### src/design/mrm_ram.sv
// Generic simple dual-port RAM: one write port, one read port with registered data.
// No dependencies.
module mrm_ram #(
    parameter int WIDTH = 16,
    parameter int DEPTH = 64
) (
    input  logic                     aclk,
    input  logic                     we,
    input  logic [$clog2(DEPTH)-1:0] waddr,
    input  logic [WIDTH-1:0]         wdata,
    input  logic                     re,
    input  logic [$clog2(DEPTH)-1:0] raddr,
    output logic [WIDTH-1:0]         rdata
);

    logic [WIDTH-1:0] mem [DEPTH];

    // Write and registered read; read data holds until the next read.
    always_ff @(posedge aclk) begin
        if (we) begin
            mem[waddr] <= wdata;
        end
        if (re) begin
            rdata <= mem[raddr];
        end
    end

endmodule

### config.mk
export PLATFORM = sky130hd
export DESIGN_NAME = mrm_ram
export DESIGN_NICKNAME = d
export VERILOG_FILES = /design/src/design/mrm_ram.sv
export SDC_FILE = /design/constraint.sdc
export NUM_CORES = 1
export LEC_CHECK = 0
export BUFFER_PORTS_ARGS = -buffer_cell sky130_fd_sc_hd__buf_2
export CORE_MARGIN = 1.5
export CORE_UTILIZATION = 29
export DETAILED_ROUTE_END_ITERATION = 8
export GPL_TIMING_DRIVEN = 0
export PLACE_DENSITY_LB_ADDON = 0.15
export SYNTH_ARGS = -nofsm -noshare
export SYNTH_HDL_FRONTEND = slang
export SYNTH_SLANG_ARGS = --single-unit
### constraint.sdc
create_clock -name aclk -period 2.5 [get_ports aclk]
set_input_delay 0.5 -clock aclk [delete_from_list [all_inputs] [get_ports aclk]]
set_output_delay 0.5 -clock aclk [all_outputs]
set_load 0.01 [all_outputs]
==> reports/qor.yml <==
placed_design:
  placedCellCount: 3726
  dpl_cell_area_um2: 43900
  dp_hpwl_um: 79000
  numPortBuffers: 39
  place.gp.congestion: 0.808
power:
  p_leak_uw: 0.0148
  power_switching_uw: 8130
  switching_share: 0.217
  total_power_uw: 37500
  combPwrFrac: 0.057
  power_frac_seq: 0.517
  clkPwrFrac: 0.426
  ir_drop_v: 0.000476
  p_int_uw: 29300
  p_per_area_nw_per_um2: 785
job:
  drv_cap: 0
cts:
  clkTransAtPathRegs_ps: 60
  clockBufferDepth: 3
  cts_tree: "done"
  cts_buffers: 111
  clk_latency_ps: 720
  cts_root_buffer: "clkbuf_16"
  cts_hold_buf: 0
  cts_max_level: 3
  cts_sinks: 1040
critical_path:
  crit_fanout: 10
  r2r-start: "mem[23][14]$_DFFE_PP_"
  reg2reg_slack_ps: 170
  worstRegToRegCells: 5
  required_ps: 2910
  worstPathArrival_ps: 3050
  crit_type: "input pin to flop"
  reg2reg_to: "rdata[14]$_DFFE_PP_"
  critPathLaunchType: "input pin"
  endpoint_kind: "flop"
  crit_start: "waddr[2]"
cells_and_area:
  fin_cells: 3933
  drive_above_1_share: 0.321
  fillCellCount: 12778
  syn_to_final_growth_pct: 18.8
  fin_area_um2: 47800
  fin_nets: 2076
routing:
  wire_per_inst_um: 29.8
  dr.pass1.iters: 8
  vias: 19616
  dr.first_iter.drc_count: 2059
  viasPerCell: 4.99
  drc_errors: 0
  routed_wl_um: 117000
  ant_nets: 0
floorplanning:
  dieArea_um2: 141000
  start_util: 0.292
  design.core.area_um2: 137000
  die_h_um: 375
  ios: 47
  core.rowCount: 136
  die_x_um: 375
logic_synthesis:
  netlist_instances: 1829
  ys_types: 42
  syn-num-nets: 1860
  yosysWarnings: 0
  ys_seq_area_frac: 0.777
  synth_area_um2: 40200
  ys_ff_latch: 1040
  avgSynthCellArea_um2: 22.0
hold_path:
  hp-start: "re"
  hp-class: "input pin to flop"
  worstHoldPathCells: 1
  min_to: "rdata[4]$_DFFE_PP_"
sta:
  slew_viol_final: 0
  finalCritPeriodShare: 1.06
  finalClockSkew_ps: 22.6
  rsz0062_at_grt: "yes"
  relSlewSlack: 0.229
  finalSetupTns_ps: -5620
  final.setup.worst_slack_ps: -146
  whs_ps: 196
  finalHoldViolations: 0
  fin_crit_ps: 2650
  setup_violations: 58
  worstMarginPinSlew_ps: 1150
  max_freq_ghz: 0.378
outcome:
  violations: "negative setup slack"
  status: "finished with violations"
global_route:
  grt_use_total: 0.167
  grt_antenna_before_repair: 12
  overflow: 0
  grt_pass1_wl_um: 163000
  grt_max_degree: 65
  first_global_vias: 20250
==> flip-flops by register name, indices dropped and copies added (netlist names) <==
| register | cells |
|---|---|
| rdata | 16 |
| mem | 1024 |
==> repair_timing <==
| item | 4_1_cts | 5_1_grt |
|---|---|---|
| resized for setup | 54 | 12 |
| pin swaps | 1 | 1 |
| setup buffers | 2 | 0 |
| cloned | 0 | 0 |
| setup endpoints to repair | 45 | 68 |
==> Yosys cell counts (all sizes together) <==
cell type / n / area [um^2]
nor2b: 30 / 188
a41oi: 5 / 43.8
nand3: 24 / 120
or3: 1 / 6.26
and4: 5 / 43.8
and2: 2 / 12.5
a22oi: 39 / 293
or3b: 1 / 8.76
nand4b: 1 / 8.76
o21ai: 8 / 40.0
nor2: 74 / 283
a211oi: 8 / 60.1
buf: 77 / 626
a221o: 6 / 60.1
a311oi: 8 / 70.1
nand4: 12 / 75.1
a31oi: 8 / 50.1
a221oi: 16 / 140
nor3: 2 / 10.0
mux4: 224 / 5060
a21oi: 17 / 85.1
a22o: 6 / 52.6
a211o: 8 / 70.1
edfxtp: 1040 / 31200
mux2i: 85 / 851
mux2: 27 / 304
clkbuf: 27 / 108
nor4: 3 / 37.5
nand3b: 2 / 15.0
nand2: 60 / 233
nand2b: 3 / 18.8
==> worst max-delay path: stages <==
cell	delay (ps)
clkbuf_1	380
nor2b_1	260
nand3_1	850
nor2_2	810
buf_8	240
==> logic make-up (layout without fill, tap and decap cells) <==
family / Yosys count / in the layout / synth area share
flip-flops: 1040 / 1040 / 0.777
multiplexers: 336 / 336 / 0.155
AND/OR/NAND/NOR: 220 / 220 / 0.0264
AO/OA/AOI/OAI: 129 / 129 / 0.0240
buffers and inverters: 104 / 405 / 0.0182
other: 0 / 9 / 0
==> layer usage <==
| metal | track usage | part of all wire | vias to the layer above |
|---|---|---|---|
| li1 | - | - | 8172 |
| met1 | 0.236 | 0.45 | 10753 |
| met2 | 0.267 | 0.47 | 547 |
| met3 | 0.0280 | 0.055 | 142 |
| met4 | 0.0416 | 0.023 | 2 |
| met5 | 0 | 0.00012 | - |
==> metrics by stage <==
stage | util | setup slack [ps]
5_1_grt | 0.347 | -114
4_1_cts | 0.347 | 1.03
3_5_place_dp | 0.319 | -1320
3_3_place_gp | 0.310 | -1570
6_report | 0.347 | -146
2_1_floorplan | - | 42.2
==> placed cells by master (no fill, tap or decap), drive strengths merged, types with 9 or more instances in the layout <==
| cell | netlist | final |
|---|---|---|
| a21oi | 17 | 17 |
| a221oi | 16 | 16 |
| a22oi | 39 | 39 |
| buf | 77 | 178 |
| bufinv | 0 | 10 |
| clkbuf | 27 | 165 |
| clkinv | 0 | 48 |
| diode | 0 | 9 |
| edfxtp | 1040 | 1040 |
| mux2 | 27 | 27 |
| mux2i | 85 | 85 |
| mux4 | 224 | 224 |
| nand2 | 60 | 60 |
| nand3 | 24 | 24 |
| nand4 | 12 | 12 |
| nor2 | 74 | 74 |
| nor2b | 30 | 30 |
==> final cells by class <==
| cell class | instances | area [um^2] | area share |
|---|---|---|---|
| antenna | 9 | 22.5 | 0.000471 |
| buffer | 102 | 768 | 0.0161 |
| clock buffer | 136 | 2940 | 0.0614 |
| clock inverter | 62 | 549 | 0.0115 |
| multi-input combinational | 685 | 8700 | 0.182 |
| sequential | 1040 | 31200 | 0.654 |
| tap | 1794 | 2240 | 0.0470 |
| timing repair buffer | 105 | 1320 | 0.0277 |
==> power groups by stage <==
| stage | sequential (uW) | combinational (uW) | clock (uW) |
|---|---|---|---|
| 2_1_floorplan | 19700 | 1000 | 0 |
| 3_3_place_gp | 19700 | 2030 | 0 |
| 3_5_place_dp | 19800 | 2100 | 0 |
| 4_1_cts | 19400 | 2160 | 16300 |
| 5_1_grt | 19400 | 2250 | 17000 |
| 6_report | 19400 | 2130 | 16000 |
==> worst max-delay path by stage <==
stage	cells past startpoint	slack, ps	end
floorplan	4	40	mem[39][0]$_DFFE_PP_
detailed placement	8	-1320	rdata[11]$_DFFE_PP_
global placement	4	-1570	mem[37][8]$_DFFE_PP_
global route	5	-110	mem[29][11]$_DFFE_PP_
finish	5	-150	mem[5][8]$_DFFE_PP_
CTS	8	1	rdata[12]$_DFFE_PP_
Note: power is estimated with default switching activity, not from simulation.
